**config.mk**
```make
export PLATFORM = sky130hd
export DESIGN_NAME = epoch_seconds_to_calendar
export DESIGN_NICKNAME = d
export VERILOG_FILES = /design/src/hdl/esc_pkg.sv /design/src/hdl/esc_arith.sv /design/src/hdl/esc_walk.sv /design/src/hdl/epoch_seconds_to_calendar.sv
export SDC_FILE = /design/constraint.sdc
export NUM_CORES = 1
export LEC_CHECK = 0
export BUFFER_PORTS_ARGS = -buffer_cell sky130_fd_sc_hd__clkbuf_2
export CELL_PAD_IN_SITES_DETAIL_PLACEMENT = 0
export CELL_PAD_IN_SITES_GLOBAL_PLACEMENT = 1
export CORE_MARGIN = 8
export CORE_UTILIZATION = 25
export DETAILED_ROUTE_END_ITERATION = 8
export PLACE_DENSITY_LB_ADDON = 0.12
export SLEW_MARGIN = 5
export SYNTH_ARGS = -nofsm -noshare
export SYNTH_HDL_FRONTEND = slang
export SYNTH_SLANG_ARGS = --single-unit
```
**constraint.sdc**
```tcl
create_clock -name clk -period 11.8 [get_ports clk]
set_input_delay 0.59 -clock clk [delete_from_list [all_inputs] [get_ports clk]]
set_output_delay 0.59 -clock clk [all_outputs]
set_load 0.005 [all_outputs]
```
**src/hdl/esc_pkg.sv**
```systemverilog
// Types, constants and helper functions for the epoch to calendar converter.
`default_nettype none
package esc_pkg;

	localparam int DVD_W  = 33;
	localparam int REM_W  = 17;
	localparam int BIAS_W = 18;
	localparam int DAYN_W = 16;

	localparam logic [1:0] DSEL_DAY  = 2'd0;
	localparam logic [1:0] DSEL_HOUR = 2'd1;
	localparam logic [1:0] DSEL_MIN  = 2'd2;

	localparam logic [REM_W-1:0] SECS_DAY  = 17'd86400;
	localparam logic [REM_W-1:0] SECS_HOUR = 17'd3600;
	localparam logic [REM_W-1:0] SECS_MIN  = 17'd60;

	localparam logic signed [4:0] ZONE_RESET = 5'sd3;
	localparam logic [DAYN_W-1:0] DAY_BIAS   = 16'd364;

	localparam logic [11:0] YEAR_START = 12'd1969;
	localparam logic [6:0]  C100_START = 7'd69;
	localparam logic [8:0]  C400_START = 9'd369;
	localparam logic [6:0]  C100_LAST  = 7'd99;
	localparam logic [8:0]  C400_LAST  = 9'd399;
	localparam logic [3:0]  MONTH_DEC  = 4'd11;

	typedef struct packed {
		logic       load;
		logic       add_step;
		logic       div_step;
		logic [1:0] dsel;
		logic       ld_sod;
		logic       ld_min;
	} arith_ctl_t;

	typedef struct packed {
		logic        done;
		logic [11:0] year;
		logic [3:0]  month;
		logic [4:0]  day;
	} walk_stat_t;

	function automatic logic [BIAS_W-1:0] zone_bias(input logic signed [4:0] z);
		logic signed [18:0] p;
		p = 19'(z) * 19'sd3600 + 19'sd86400;
		return p[BIAS_W-1:0];
	endfunction

	function automatic logic [REM_W-1:0] divisor(input logic [1:0] sel);
		logic [REM_W-1:0] d;
		unique case (sel)
			DSEL_DAY:  d = SECS_DAY;
			DSEL_HOUR: d = SECS_HOUR;
			DSEL_MIN:  d = SECS_MIN;
			default:   d = SECS_MIN;
		endcase
		return d;
	endfunction

	function automatic logic [4:0] month_len(input logic [3:0] m, input logic leap);
		logic [4:0] len;
		unique case (m)
			4'd1:                      len = leap ? 5'd29 : 5'd28;
			4'd3, 4'd5, 4'd8, 4'd10:   len = 5'd30;
			default:                   len = 5'd31;
		endcase
		return len;
	endfunction

endpackage
`default_nettype wire

```
**src/hdl/esc_arith.sv**
```systemverilog
// Bit-serial adder and restoring divider sharing one shift register.
`default_nettype none
module esc_arith (
	input  wire logic                      clk,
	input  wire esc_pkg::arith_ctl_t       ctl,
	input  wire logic [31:0]               epoch_in,
	input  wire logic [esc_pkg::BIAS_W-1:0] bias_in,
	output logic [esc_pkg::DVD_W-1:0]      dvd,
	output logic [esc_pkg::REM_W-1:0]      rem
);
	import esc_pkg::*;

	logic [DVD_W-1:0]  dvd_q;
	logic [REM_W-1:0]  rem_q;
	logic [BIAS_W-1:0] addend_q;
	logic              carry_q;
	logic              sum_bit;
	logic              carry_nx;
	logic [REM_W:0]    trial;
	logic [REM_W:0]    diff;
	logic              ge;

	assign sum_bit  = dvd_q[0] ^ addend_q[0] ^ carry_q;
	assign carry_nx = (dvd_q[0] & addend_q[0]) | (carry_q & (dvd_q[0] ^ addend_q[0]));
	assign trial    = {rem_q, dvd_q[DVD_W-1]};
	assign diff     = trial - {1'b0, divisor(ctl.dsel)};
	assign ge       = (trial >= {1'b0, divisor(ctl.dsel)});

	always_ff @(posedge clk) begin
		if (ctl.load) begin
			dvd_q    <= {1'b0, epoch_in};
			addend_q <= bias_in;
			carry_q  <= 1'b0;
			rem_q    <= '0;
		end else if (ctl.add_step) begin
			dvd_q    <= {sum_bit, dvd_q[DVD_W-1:1]};
			addend_q <= {1'b0, addend_q[BIAS_W-1:1]};
			carry_q  <= carry_nx;
		end else if (ctl.div_step) begin
			dvd_q <= {dvd_q[DVD_W-2:0], ge};
			rem_q <= ge ? diff[REM_W-1:0] : trial[REM_W-1:0];
		end else if (ctl.ld_sod) begin
			dvd_q <= {rem_q, 16'd0};
			rem_q <= '0;
		end else if (ctl.ld_min) begin
			dvd_q <= {rem_q[11:0], 21'd0};
			rem_q <= '0;
		end
	end

	assign dvd = dvd_q;
	assign rem = rem_q;
endmodule
`default_nettype wire

```
**src/hdl/esc_walk.sv**
```systemverilog
// Year and month walk that turns a day count into a calendar date.
`default_nettype none
module esc_walk (
	input  wire logic                       clk,
	input  wire logic                       arst_n,
	input  wire logic                       start,
	input  wire logic [esc_pkg::DAYN_W-1:0] n_in,
	output esc_pkg::walk_stat_t             stat
);
	import esc_pkg::*;

	localparam logic [1:0] W_IDLE  = 2'd0;
	localparam logic [1:0] W_YEAR  = 2'd1;
	localparam logic [1:0] W_MONTH = 2'd2;

	logic [1:0]        wst_q;
	logic              done_q;
	logic [DAYN_W-1:0] n_q;
	logic [11:0]       year_q;
	logic [6:0]        c100_q;
	logic [8:0]        c400_q;
	logic [3:0]        mon_q;
	logic              leap;
	logic [8:0]        ylen;
	logic [4:0]        mlen;

	assign leap = (c400_q == '0) || ((c100_q != '0) && (year_q[1:0] == 2'd0));
	assign ylen = leap ? 9'd366 : 9'd365;
	assign mlen = month_len(mon_q, leap);

	always_ff @(posedge clk or negedge arst_n) begin
		if (!arst_n) begin
			wst_q  <= W_IDLE;
			done_q <= 1'b0;
		end else if (start) begin
			wst_q  <= W_YEAR;
			done_q <= 1'b0;
		end else begin
			unique case (wst_q)
				W_YEAR: begin
					if (n_q < {7'd0, ylen}) begin
						wst_q <= W_MONTH;
					end
				end
				W_MONTH: begin
					if (!((mon_q < MONTH_DEC) && (n_q >= {11'd0, mlen}))) begin
						wst_q  <= W_IDLE;
						done_q <= 1'b1;
					end
				end
				default: begin
					wst_q <= W_IDLE;
				end
			endcase
		end
	end

	always_ff @(posedge clk) begin
		if (start) begin
			n_q    <= n_in;
			year_q <= YEAR_START;
			c100_q <= C100_START;
			c400_q <= C400_START;
			mon_q  <= '0;
		end else if (wst_q == W_YEAR && n_q >= {7'd0, ylen}) begin
			n_q    <= n_q - {7'd0, ylen};
			year_q <= year_q + 12'd1;
			c100_q <= (c100_q == C100_LAST) ? '0 : c100_q + 7'd1;
			c400_q <= (c400_q == C400_LAST) ? '0 : c400_q + 9'd1;
		end else if (wst_q == W_MONTH && mon_q < MONTH_DEC && n_q >= {11'd0, mlen}) begin
			n_q   <= n_q - {11'd0, mlen};
			mon_q <= mon_q + 4'd1;
		end
	end

	assign stat.done  = done_q;
	assign stat.year  = year_q;
	assign stat.month = mon_q + 4'd1;
	assign stat.day   = n_q[4:0] + 5'd1;
endmodule
`default_nettype wire

```
**src/hdl/epoch_seconds_to_calendar.sv**
```systemverilog
// Top level of the epoch seconds to local calendar date and time converter.
// Usage:
//   Command channel: drive epoch_seconds and pulse start while busy is low; the word
//   is taken at that clock edge and busy rises on the next cycle.
//   Result channel: done is high for exactly one cycle with year, month, day, hour,
//   minute and second valid; they hold until the next result. The receiver cannot
//   stall, so it must take the word in that cycle.
//   Configuration channel: cfg_valid with zone_offset_hours writes the zone offset
//   in hours; cfg_ready is always high. Write it only while busy is low.
//   Sequence: a bit-serial add and a bit-serial divide by the seconds of a day come
//   first, then the year and month walk runs at one year or one month per cycle
//   alongside the split of the time of day.
//   Throughput: one conversion at a time; a new start is taken in the cycle of done.
//   Reset: arst_n clears the control state and sets the zone offset to +3 hours.
`default_nettype none
module epoch_seconds_to_calendar (
	input  wire logic        clk,
	input  wire logic        arst_n,
	input  wire logic        start,
	output logic             busy,
	input  wire logic [31:0] epoch_seconds,
	output logic             done,
	output logic [11:0]      year,
	output logic [3:0]       month,
	output logic [4:0]       day,
	output logic [4:0]       hour,
	output logic [5:0]       minute,
	output logic [5:0]       second,
	input  wire logic        cfg_valid,
	output logic             cfg_ready,
	input  wire logic [4:0]  zone_offset_hours
);
	import esc_pkg::*;

	localparam logic [2:0] S_IDLE     = 3'd0;
	localparam logic [2:0] S_ADD      = 3'd1;
	localparam logic [2:0] S_DIV_DAY  = 3'd2;
	localparam logic [2:0] S_LD_HOUR  = 3'd3;
	localparam logic [2:0] S_DIV_HOUR = 3'd4;
	localparam logic [2:0] S_LD_MIN   = 3'd5;
	localparam logic [2:0] S_DIV_MIN  = 3'd6;
	localparam logic [2:0] S_WAIT     = 3'd7;

	localparam logic [5:0] LAST_ADD  = 6'd32;
	localparam logic [5:0] LAST_DAY  = 6'd32;
	localparam logic [5:0] LAST_HOUR = 6'd16;
	localparam logic [5:0] LAST_MIN  = 6'd11;

	logic [2:0]         state_q;
	logic [2:0]         state_nx;
	logic [5:0]         cnt_q;
	logic               cnt_clr;
	logic signed [4:0]  zone_q;
	logic [4:0]         hour_q;
	logic               done_q;
	logic [11:0]        year_q;
	logic [3:0]         month_q;
	logic [4:0]         day_q;
	logic [4:0]         hr_out_q;
	logic [5:0]         min_q;
	logic [5:0]         sec_q;
	logic               accept;
	logic               walk_start;
	arith_ctl_t         ctl;
	walk_stat_t         wstat;
	logic [DVD_W-1:0]   dvd;
	logic [REM_W-1:0]   rem;
	logic [DAYN_W-1:0]  n_in;

	assign accept     = start && (state_q == S_IDLE);
	assign walk_start = (state_q == S_LD_HOUR);
	assign n_in       = dvd[DAYN_W-1:0] + DAY_BIAS;

	always_comb begin
		ctl      = '0;
		state_nx = state_q;
		cnt_clr  = 1'b0;
		unique case (state_q)
			S_IDLE: begin
				if (accept) begin
					ctl.load = 1'b1;
					state_nx = S_ADD;
					cnt_clr  = 1'b1;
				end
			end
			S_ADD: begin
				ctl.add_step = 1'b1;
				if (cnt_q == LAST_ADD) begin
					state_nx = S_DIV_DAY;
					cnt_clr  = 1'b1;
				end
			end
			S_DIV_DAY: begin
				ctl.div_step = 1'b1;
				ctl.dsel     = DSEL_DAY;
				if (cnt_q == LAST_DAY) begin
					state_nx = S_LD_HOUR;
				end
			end
			S_LD_HOUR: begin
				ctl.ld_sod = 1'b1;
				state_nx   = S_DIV_HOUR;
				cnt_clr    = 1'b1;
			end
			S_DIV_HOUR: begin
				ctl.div_step = 1'b1;
				ctl.dsel     = DSEL_HOUR;
				if (cnt_q == LAST_HOUR) begin
					state_nx = S_LD_MIN;
				end
			end
			S_LD_MIN: begin
				ctl.ld_min = 1'b1;
				state_nx   = S_DIV_MIN;
				cnt_clr    = 1'b1;
			end
			S_DIV_MIN: begin
				ctl.div_step = 1'b1;
				ctl.dsel     = DSEL_MIN;
				if (cnt_q == LAST_MIN) begin
					state_nx = S_WAIT;
				end
			end
			S_WAIT: begin
				if (wstat.done) begin
					state_nx = S_IDLE;
				end
			end
			default: begin
				state_nx = S_IDLE;
			end
		endcase
	end

	always_ff @(posedge clk or negedge arst_n) begin
		if (!arst_n) begin
			state_q <= S_IDLE;
			cnt_q   <= '0;
			done_q  <= 1'b0;
			zone_q  <= ZONE_RESET;
		end else begin
			state_q <= state_nx;
			cnt_q   <= cnt_clr ? '0 : cnt_q + 6'd1;
			done_q  <= (state_q == S_WAIT) && wstat.done;
			if (cfg_valid) begin
				zone_q <= zone_offset_hours;
			end
		end
	end

	always_ff @(posedge clk) begin
		if (state_q == S_LD_MIN) begin
			hour_q <= dvd[4:0];
		end
		if (state_q == S_WAIT && wstat.done) begin
			year_q   <= wstat.year;
			month_q  <= wstat.month;
			day_q    <= wstat.day;
			hr_out_q <= hour_q;
			min_q    <= dvd[5:0];
			sec_q    <= rem[5:0];
		end
	end

	esc_arith u_arith (
		.clk      (clk),
		.ctl      (ctl),
		.epoch_in (epoch_seconds),
		.bias_in  (zone_bias(zone_q)),
		.dvd      (dvd),
		.rem      (rem)
	);

	esc_walk u_walk (
		.clk    (clk),
		.arst_n (arst_n),
		.start  (walk_start),
		.n_in   (n_in),
		.stat   (wstat)
	);

	assign busy      = (state_q != S_IDLE);
	assign cfg_ready = 1'b1;
	assign done      = done_q;
	assign year      = year_q;
	assign month     = month_q;
	assign day       = day_q;
	assign hour      = hr_out_q;
	assign minute    = min_q;
	assign second    = sec_q;
endmodule
`default_nettype wire

```
# Word level (Yosys, flattened, before mapping)

Index checks and enable logic that the tools add are counted.

Register bits after elaboration: 178
Output and inout port bits: 41
Logic and storage cells: 146

$add $sub $neg: 11
Multiply operators: 1
Magnitude comparators: 5
Equality and inequality tests: 29
Muxes and demuxes: 43
Bitwise logic cells: 7
Reduce and logical (&&, ||, !) cells: 27

Operator list:

| operator                 | count |
|---|---|
| $mux W33                 | 4 |
| $mux W17                 | 4 |
| $mux W16                 | 3 |
| $mux W18                 | 2 |
| $pmux W17 S2             | 1 |
| $mux W32                 | 1 |
| $pmux W3 S8              | 1 |
| $add A18 B18 Y18 const B | 1 |
| $ge A18 B17 Y1           | 1 |
| $mux W3                  | 6 |
| $sub A17 B17 Y17         | 1 |
| $add A16 B9 Y16 const B  | 1 |
| $ge A16 B5 Y1            | 1 |
| $ge A16 B9 Y1            | 1 |
| $lt A16 B9 Y1            | 1 |
| $sub A16 B5 Y16          | 1 |
| $sub A16 B9 Y16          | 1 |
| $mul A5 B9 Y14 const B   | 1 |
| $add A12 B1 Y12 const B  | 1 |
| $eq A3 B3 Y1 const B     | 4 |
| $mux W1                  | 10 |
| $ne A2 B2 Y1 const B     | 5 |
| $pmux W5 S2              | 1 |
| $add A9 B1 Y9 const B    | 1 |
| 46 further kinds         | 69 |

# Longest topological paths before layout

Gate-level depths: netlist of run 1.

Depth in word-level cells: 10
Gate-level depth with buffers: 16

# Cells and area by module

Synthesis of run 1 repeated with hierarchy kept, for this count alone.

Cell total of the unflattened synthesis: 1046
Area, all modules: 10289.9 µm²

Modules (own cells, without submodules):

| module                    | instances | cells each | area an instance (µm²) | seq. area each (µm²) |
|---|---|---|---|---|
| esc_arith                 | 1         | 440        | 4167.7                 | 1881.8 |
| esc_walk                  | 1         | 357        | 3129.3                 | 1196.1 |
| epoch_seconds_to_calendar | 1         | 249        | 2992.9                 | 1669.1 |

# Worst setup path after synthesis of run 1

OpenSTA, ideal clock, no wires.

Path type: register -> register
Start point: register u_walk.c400_q[0]
End point: register u_walk.n_q[0] (enable)
Data arrival time: 3433 ps
Setup slack: 7950 ps
Stages on the path, launching flop included: 14
Buffers on the path: 2
Clock period less this slack: 3850 ps
Cell sequence: dfxtp_1 > inv_1 > ha_1 > and3_1 > a21oi_1 > ha_1 > inv_1 > fa_1 > and3_1 > o311a_1 > o31ai_4 > clkbuf_1 > buf_2 > nand3_1

Longest elaborated chain between the ends: 7

RTL lines:

| element                        | line           | RTL |
|---|---|---|
| start: declaration             | esc_walk.sv:21 | `logic [8:0] c400_q;` |
| start signal: assignment       | esc_walk.sv:69 | `c400_q <= (c400_q == C400_LAST) ? '0 : c400_q + 9'd1;` |
| $logic_not A9 Y1 *             | esc_walk.sv:27 | `assign leap = (c400_q == '0) \|\| ((c100_q != '0) && (year_q[1:0] == 2'd0));` |
| $logic_or A1 B1 Y1 *           | esc_walk.sv:27 |  |
| $mux W1                        | esc_pkg.sv:64  | `4'd1: len = leap ? 5'd29 : 5'd28;` |
| $pmux W5 S2                    | esc_pkg.sv:63  | `unique case (m)` |
| $ge A16 B5 Y1                  | esc_walk.sv:70 | `end else if (wst_q == W_MONTH && mon_q < MONTH_DEC && n_q >= {11'd0, mlen}) begin` |
| $logic_and A1 B1 Y1            | esc_walk.sv:70 |  |
| $reduce_bool A3 Y1 (no line) * | --             |  |
| end signal: assignment         | esc_walk.sv:60 | `n_q <= n_in;` |
| end signal: assignment         | esc_walk.sv:66 | `n_q <= n_q - {7'd0, ylen};` |
| end signal: assignment         | esc_walk.sv:71 | `n_q <= n_q - {11'd0, mlen};` |
| end: declaration               | esc_walk.sv:18 | `logic [DAYN_W-1:0] n_q;` |

Every way passes the cells marked *; elsewhere a longest branch is shown, timed or not.
A chain may end at the register's enable or synchronous reset.

# Final worst setup path of run 1

Start point: register u_walk.c100_q[2]
End point: register u_walk.n_q[6] (enable)

Longest elaborated chain between the ends: 8

RTL lines:

| element                        | line           | RTL |
|---|---|---|
| start: declaration             | esc_walk.sv:20 | `logic [6:0] c100_q;` |
| start signal: assignment       | esc_walk.sv:68 | `c100_q <= (c100_q == C100_LAST) ? '0 : c100_q + 7'd1;` |
| $reduce_bool A7 Y1 *           | esc_walk.sv:27 |  |
| $logic_and A1 B1 Y1 *          | esc_walk.sv:27 |  |
| $logic_or A1 B1 Y1 *           | esc_walk.sv:27 |  |
| $mux W1                        | esc_pkg.sv:64  |  |
| $pmux W5 S2                    | esc_pkg.sv:63  |  |
| $ge A16 B5 Y1                  | esc_walk.sv:70 |  |
| $logic_and A1 B1 Y1            | esc_walk.sv:70 |  |
| $reduce_bool A3 Y1 (no line) * | --             |  |

Marked as above.

==> results_dict.tcl, run 1 <==
set metrics [dict create \
    status "complete, no violations" \
    routabilityCongestion 0.755 \
    routedWlPerCell_um 16.9 \
    pwr_density_cell_nw_per_um2 153 \
    fin_nets 1203 \
    numClockSinks 178 \
    die_w_um 216 \
    critPathCaptureType "register" \
    worst_r2r_path_depth 10 \
    core-area_um2 39500 \
    start_kind "register" \
    cp.arrival_ns 4.66 \
    critical_path.max_fanout 23 \
    power_frac_seq 0.446 \
    dp_hpwl_um 19800 \
    critical-path-top-delay-family "compound AO/OA/AOI/OAI gates" \
    dr.pass1.iters 5 \
    grt_max_degree 58 \
    io_buffer_count 80 \
    synth_edf_count 109 \
    fin_area_um2 11500 \
    min_period_ns 4.71 \
    grt_pass1_vias 7901 \
    fin_worst_skew_ns 0.00899 \
    htreeDepth 4 \
    drc 0 \
    p_comb_frac 0.232 \
    io_pins 82 \
    drv_cap 0 \
    clock_latency_ns 0.44 \
    crit_required_ns 11.74 \
    synth_area_um2 9960 \
    synth-seq-cells 178 \
    syn_avg_cell_area_um2 9.50 \
    critPathCapture "u_walk.n_q[6]" \
    cts_resized 0 \
    cts_buffers 17 \
    async_reset_ff_frac 0.101 \
    synth_cell_types 62 \
    hp-class "primary input to asynchronous set/reset pin" \
    yosysWarnings 0 \
    wl_um 27800 \
    slowest_delay_ns 0.90 \
    cts_hold_buf 0 \
    maxSlewHeadroom 0.289 \
    clk_pin_slew_worst_paths_ns 0.07 \
    grt_pass1_wl_um 44700 \
    criticalPathCategory "register to register" \
    cp.depth 10 \
    yosysSeqAreaShare 0.477 \
    reg2reg_slack_ns 7.09 \
    synth_flop_cell "edfxtp_1" \
    intPower_mw 1.18 \
    drtIter0Drc 359 \
    cts-root-buf "clkbuf_16" \
    area_delta_synth_final_pct 15.2 \
    vias_per_cell 4.64 \
    die_h_um 216 \
    dpl-instance-area_um2 10900 \
    r2r-start "u_walk.c100_q[2]" \
    fin_setup_tns_ns 0 \
    startpoint "u_walk.c100_q[2]" \
    synthCells 1048 \
    timing.fmax_mhz 212 \
    netSwitchingFraction 0.328 \
    crit_top_cell "nand3_1" \
    worst_slew_pin_slew_ns 1.06 \
    vias 7602 \
    r2r_end "u_walk.n_q[6]" \
    p_leak_nw 4.50 \
    cts_buffer_depth 2 \
    cts_tree "done" \
    n_antenna_cell 0 \
    worst-path-buf-inv 1 \
    max-vdd-ir-drop_v 0.000104 \
    hold_violations 0 \
    crit_chain "nor3_1 -> nand3_1 -> a21oi_1 -> ha_1 -> inv_1 -> fa_1 -> and3_1 -> o311a_1 -> o31ai_4 -> nand3_1" \
    fin_crit_sh 0.399 \
    grt_usage 0.120 \
    slew_viol_final 0 \
    fp.dieArea_um2 46500 \
    drtAntennaViolNets 0 \
    switchingPower_mw 0.576 \
    rsz0062_at_grt "false" \
    gr-total-overflow 0 \
    post_cts_buffers 0 \
    start_util 0.252 \
    setup_violations 0 \
    synth_nets 1149 \
    fin_util 0.290 \
    power_frac_clock 0.322 \
    fillCellCount 4199 \
    drive_above_1_share 0.126 \
    rows 73 \
    antenna_found_initial 0 \
    slowest_stage "o31ai_4" \
]
[power groups by stage]
stage	combinational (mW)	clock (mW)	sequential, mW
finish	0.407	0.566	0.784
global route	0.471	0.612	0.794
CTS	0.413	0.592	0.786
detailed placement	0.409	0	0.800
global placement	0.412	0	0.803
floorplan	0.325	0	0.756
[how the worst min path moves through the flow]
stage                      endpoint  slack [ns]  cells after the start
after floorplan            cnt_q[0]        0.29                      0
after global placement      hour[0]        0.41                      0
after detailed placement    hour[0]        0.41                      0
after CTS                 zone_q[4]        0.13                      1
after global routing      zone_q[4]        0.15                      1
final                     zone_q[4]        0.13                      1
[registers in the layout (all words and copies together), names as in the netlist]
register and count:
u_arith.dvd 33, u_arith.addend_q 18, u_arith.rem 17, u_walk.n_q 16, u_walk.year_q 12, year 12, u_walk.c400_q 9, u_walk.c100_q 7
cnt_q 6, minute 6, second 6, day 5, hour 5, hour_q 5, zone_q 5, month 4
u_walk.mon_q 4, state_q 3, u_walk.wst_q 2, done 1, u_arith.carry_q 1, u_walk.done_q 1
[synth_stat cells, drive strengths merged, types with 3 or more instances]
library cell / number / area share
nand2: 145 / 0.055
edfxtp: 109 / 0.33
o21ai: 93 / 0.047
a21oi: 81 / 0.041
nor2: 64 / 0.024
nand3: 56 / 0.029
dfxtp: 51 / 0.10
ha: 50 / 0.063
clkbuf: 49 / 0.018
inv: 49 / 0.018
xor2: 36 / 0.032
xnor2: 32 / 0.028
and3: 28 / 0.018
mux2i: 17 / 0.017
dfrtp: 16 / 0.040
nand4: 12 / 0.0075
a22oi: 11 / 0.0083
nor3: 11 / 0.0055
fa: 10 / 0.020
o211ai: 10 / 0.0075
o21a: 10 / 0.0075
buf: 8 / 0.0035
or3: 8 / 0.0050
nand2b: 7 / 0.0044
nor2b: 7 / 0.0044
o311ai: 7 / 0.0062
a211oi: 6 / 0.0045
a31oi: 6 / 0.0038
and2: 6 / 0.0038
a21o: 5 / 0.0038
o22ai: 4 / 0.0025
o31a: 4 / 0.0035
or4: 4 / 0.0038
a22o: 3 / 0.0026
nor4: 3 / 0.0019
o31ai: 3 / 0.0036
or2: 3 / 0.0019
[placed cells by master, fill, tap and decap left out, types with 7 or more instances in the layout]
cell type,count
a21oi_1,81
a22oi_1,11
and3_1,28
buf_4,12
clkbuf_16,17
clkbuf_2,80
dfrtp_1,15
dfxtp_1,51
edfxtp_1,109
fa_1,10
ha_1,50
inv_1,49
mux2i_1,17
nand2_1,145
nand2b_1,7
nand3_1,55
nand4_1,12
nor2_1,59
nor2b_1,7
nor3_1,11
o211ai_1,10
o21a_1,10
o21ai_0,91
o311ai_0,7
or3_1,8
xnor2_1,32
xor2_1,36
[stage by stage]
stage | hold slack (ns) | power [mW] | setup slack (ns) | std cells
global route | 0.147 | 1.88 | 6.75 | 1640
CTS | 0.131 | 1.79 | 6.96 | 1640
detailed placement | 0.407 | 1.21 | 6.96 | 1608
finish | 0.132 | 1.76 | 7.09 | 1640
global placement | 0.406 | 1.22 | 7.01 | 1608
floorplan | 0.294 | 1.08 | 7.95 | 1048
[layer usage]
metal | share of wire | track usage | up-vias | routed length, µm
li1 | - | - | 3842 | -
met1 | 0.49 | 0.160 | 3654 | 13700
met2 | 0.47 | 0.197 | 89 | 13100
met3 | 0.028 | 0.0248 | 17 | 776
met4 | 0.0089 | 0.0291 | 0 | 248
met5 | 0 | 0 | - | 0
[area by class of cell]
type | count | area [µm²] | area share
multi-input combinational | 764 | 4840 | 0.422
sequential | 178 | 4750 | 0.414
tap | 525 | 657 | 0.0572
timing repair buffer | 92 | 490 | 0.0427
clock buffer | 19 | 433 | 0.0377
inverter | 49 | 184 | 0.0160
clock inverter | 13 | 126 | 0.0110
[cells by family (layout without fill, tap and decap cells)]
logic type	after synthesis	in the layout	share of synthesized area
multiplexers	17	17	0.0171
other	1	1	0.000377
AO/OA/AOI/OAI	254	254	0.151
AND/OR/NAND/NOR	364	364	0.172
flip-flops	178	178	0.477
buffers and inverters	106	173	0.0405
XOR/XNOR	68	68	0.0598
adder cells (fa/ha/maj)	60	60	0.0829
Power figures use the tool's default switching activity.
==> inputs of run 2 (changes only) <==
--- a/config.mk
+++ b/config.mk
@@ -5,6 +5,7 @@
 export SDC_FILE = /design/constraint.sdc
 export NUM_CORES = 1
 export LEC_CHECK = 0
+export ABC_AREA = 1
 export BUFFER_PORTS_ARGS = -buffer_cell sky130_fd_sc_hd__clkbuf_2
 export CELL_PAD_IN_SITES_DETAIL_PLACEMENT = 0
 export CELL_PAD_IN_SITES_GLOBAL_PLACEMENT = 1
==> constraint.sdc (replaced) <==
create_clock -name clk -period 4.05 [get_ports clk]
set_input_delay 0.2025 -clock clk [delete_from_list [all_inputs] [get_ports clk]]
set_output_delay 0.2025 -clock clk [all_outputs]
set_load 0.005 [all_outputs]
==> run 2 against run 1 <==
Net effect: total power is 120% higher; first-iteration DRC count is 50% higher; clock power grew to 2.9 times the previous value; flip-flop and latch count stayed put; register-to-register slack worse by 6.8 ns; sequential power is 140% higher; fmax is 27% higher; largest cell class unchanged; largest power group unchanged.
==> results_dict.tcl, run 2 <==
set metrics [dict create \
    largest_reg_flops 33 \
    p_leak_nw 5.60 \
    synthTopCellsByCount "nand2_1, inv_1, edfxtp_1, nor2_1, nand3_1" \
    drc 0 \
    post_cts_buffers 0 \
    core-area_um2 43000 \
    fin_worst_skew_ns 0.00694 \
    worst-path-buf-inv 1 \
    yosysSeqAreaShare 0.438 \
    cts_buffers 17 \
    dr.pass1.iters 5 \
    cts_tree "done" \
    grt_usage 0.134 \
    grt_pass1_vias 9422 \
    slowest_delay_ns 0.54 \
    htreeDepth 4 \
    cts_hold_buf 14 \
    synth_flop_cell "edfxtp_1" \
    status "complete, no violations" \
    grt_pass1_wl_um 52100 \
    n_antenna_cell 0 \
    min_period_ns 3.72 \
    vias 9080 \
    maxSlewHeadroom 0.344 \
    fp.dieArea_um2 50300 \
    synthTopCellsByArea "edfxtp_1, nand2_1, dfxtp_1" \
    yosysWarnings 0 \
    grt_max_degree 45 \
    drv_cap 0 \
    clock_latency_ns 0.48 \
    wl_um 32500 \
    syn_avg_cell_area_um2 7.95 \
    criticalPathCategory "register to register" \
    dpl-instance-area_um2 11900 \
    crit_required_ns 4.28 \
    cts-root-buf "clkbuf_16" \
    hp-class "primary input to register" \
    synthCells 1364 \
    worstHoldPathCells 3 \
    rsz0062_at_grt "false" \
    dp_hpwl_um 24200 \
    setup_violations 0 \
    synth_cell_types 45 \
    fin_area_um2 12600 \
    synth_edf_count 109 \
    gr-total-overflow 0 \
    cp.arrival_ns 3.95 \
    dp_slack_ns 0.329 \
    synth_area_um2 10800 \
    dp.cells 2005 \
    max-vdd-ir-drop_v 0.000261 \
    final_cell_mix "nand2_1, inv_1, edfxtp_1" \
    whs_ns 0.0320 \
    p_total_mw 3.92 \
    cts_resized 0 \
    timing.fmax_mhz 269 \
    routabilityCongestion 0.819 \
    rows 76 \
    synth-seq-cells 178 \
    start_kind "register" \
    routedWlPerCell_um 15.8 \
    synth_top_area_share 0.302 \
    slew_viol_final 0 \
    critical_path.max_fanout 4 \
    drtIter0Drc 540 \
    drive_above_1_share 0.111 \
    antenna_found_initial 0 \
    worst_slew_pin_slew_ns 0.984 \
    pwr_density_cell_nw_per_um2 310 \
    yosysMostFrequentCell "nand2_1" \
    die_h_um 224 \
    clk_pin_slew_worst_paths_ns 0.08 \
    final.setup.worst_slack_ns 0.330 \
    async_reset_ff_frac 0.101 \
    hold_violations 0 \
    worst_r2r_path_depth 10 \
    drtAntennaViolNets 0 \
    start_util 0.252 \
    area_delta_synth_final_pct 16.6 \
    fin_crit_sh 0.919 \
    fin_util 0.294 \
    vias_per_cell 4.43 \
    crit_chain "fa_1 -> inv_1 -> fa_1 -> fa_1 -> fa_1 -> o21ai_0 -> xor2_1 -> nand2_1 -> a21oi_1 -> nor2_1" \
    crit_top_cell "fa_1" \
    fin_nets 1554 \
    worstHoldEndpoint "u_arith.dvd[12]" \
    synth_nets 1465 \
    critPathCaptureType "register" \
    reg2reg_slack_ns 0.33 \
    slowest_stage "fa_1" \
    fin_setup_tns_ns 0 \
    die_w_um 224 \
    critical-path-top-delay-family "adder cells" \
    cts_buffer_depth 2 \
    synth_area_leader_cell "edfxtp_1" \
    r2r_end "u_arith.addend_q[17]" \
    io_buffer_count 80 \
    r2r-start "zone_q[3]" \
    numClockSinks 178 \
    io_pins 82 \
    final_common_cell "nand2_1" \
    hold_start "epoch_seconds[12]" \
    fin_cells 2051 \
]
==> run 2: cell types whose count changed in the layout (fill, tap and decap cells not counted), moves of 13 or more <==
cell and change:
o21ai_0 -34, xnor2_1 -17, a21oi_1 -23, xor2_1 +13, mux2i_1 -17, nor2_1 +45
o211ai_1 +21, nand2_1 +265, inv_1 +109, nand3_1 +26, dlygate4sd3_1 +14, and3_1 -28
==> run 2: how the worst max path moves through the flow <==
stage | startpoint | to | slack [ns] | cells past startpoint
6_report | zone_q[3] | u_arith.addend_q[17] | 0.33 | 10
5_1_grt | zone_q[3] | u_arith.addend_q[17] | 0.13 | 10
4_1_cts | zone_q[3] | u_arith.addend_q[17] | 0.31 | 10
3_5_place_dp | zone_q[3] | u_arith.addend_q[17] | 0.33 | 10
3_3_place_gp | zone_q[3] | u_arith.addend_q[17] | 0.36 | 10
2_1_floorplan | zone_q[4] | u_arith.addend_q[17] | 0.47 | 10
==> run 2: metal layers <==
metal  track usage  wire, µm  vias up
met3        0.0341      1240       36
met2         0.216     14900      134
met5             0         0        -
met4        0.0439       667        0
li1              -         -     4671
met1         0.172     15700     4239
==> run 2: area by class of cell <==
type / count / area [µm²]
clock buffer: 17 / 425
clock inverter: 15 / 143
fill: 4748 / 30300
inverter: 165 / 622
multi-input combinational: 975 / 5260
sequential: 178 / 4750
tap: 585 / 732
timing repair buffer: 116 / 718
==> run 2: power by group <==
group / total [mW] / switching (mW) / internal [mW] / leakage, nW
clock: 1.66 / 0.853 / 0.811 / 0.267
sequential: 1.91 / 0.00398 / 1.91 / 1.50
combinational: 0.342 / 0.192 / 0.150 / 3.83
total: 3.92 / 1.05 / 2.87 / 5.60
==> run 2: tightest hold or removal path, delay by kind of cell <==
| family | cells | cell delay [ns] |
|---|---|---|
| buffers and inverters | 1 | 0.07 |
| AO/OA/AOI/OAI | 1 | 0.07 |
| AND/OR/NAND/NOR | 1 | 0.05 |
==> run 2: logic make-up (layout without fill, tap and decap cells) <==
| logic type | count (synthesis) | in the layout | share of synthesized area |
|---|---|---|---|
| and+or+nand+nor | 671 | 671 | 0.258 |
| buffers and inverters | 211 | 313 | 0.0789 |
| AOI/OAI and AO/OA | 179 | 179 | 0.0970 |
| DFF | 178 | 178 | 0.438 |
| xor gates and xnor gates | 64 | 64 | 0.0517 |
| adders and majority gates | 60 | 60 | 0.0761 |
| other | 1 | 1 | 0.000346 |
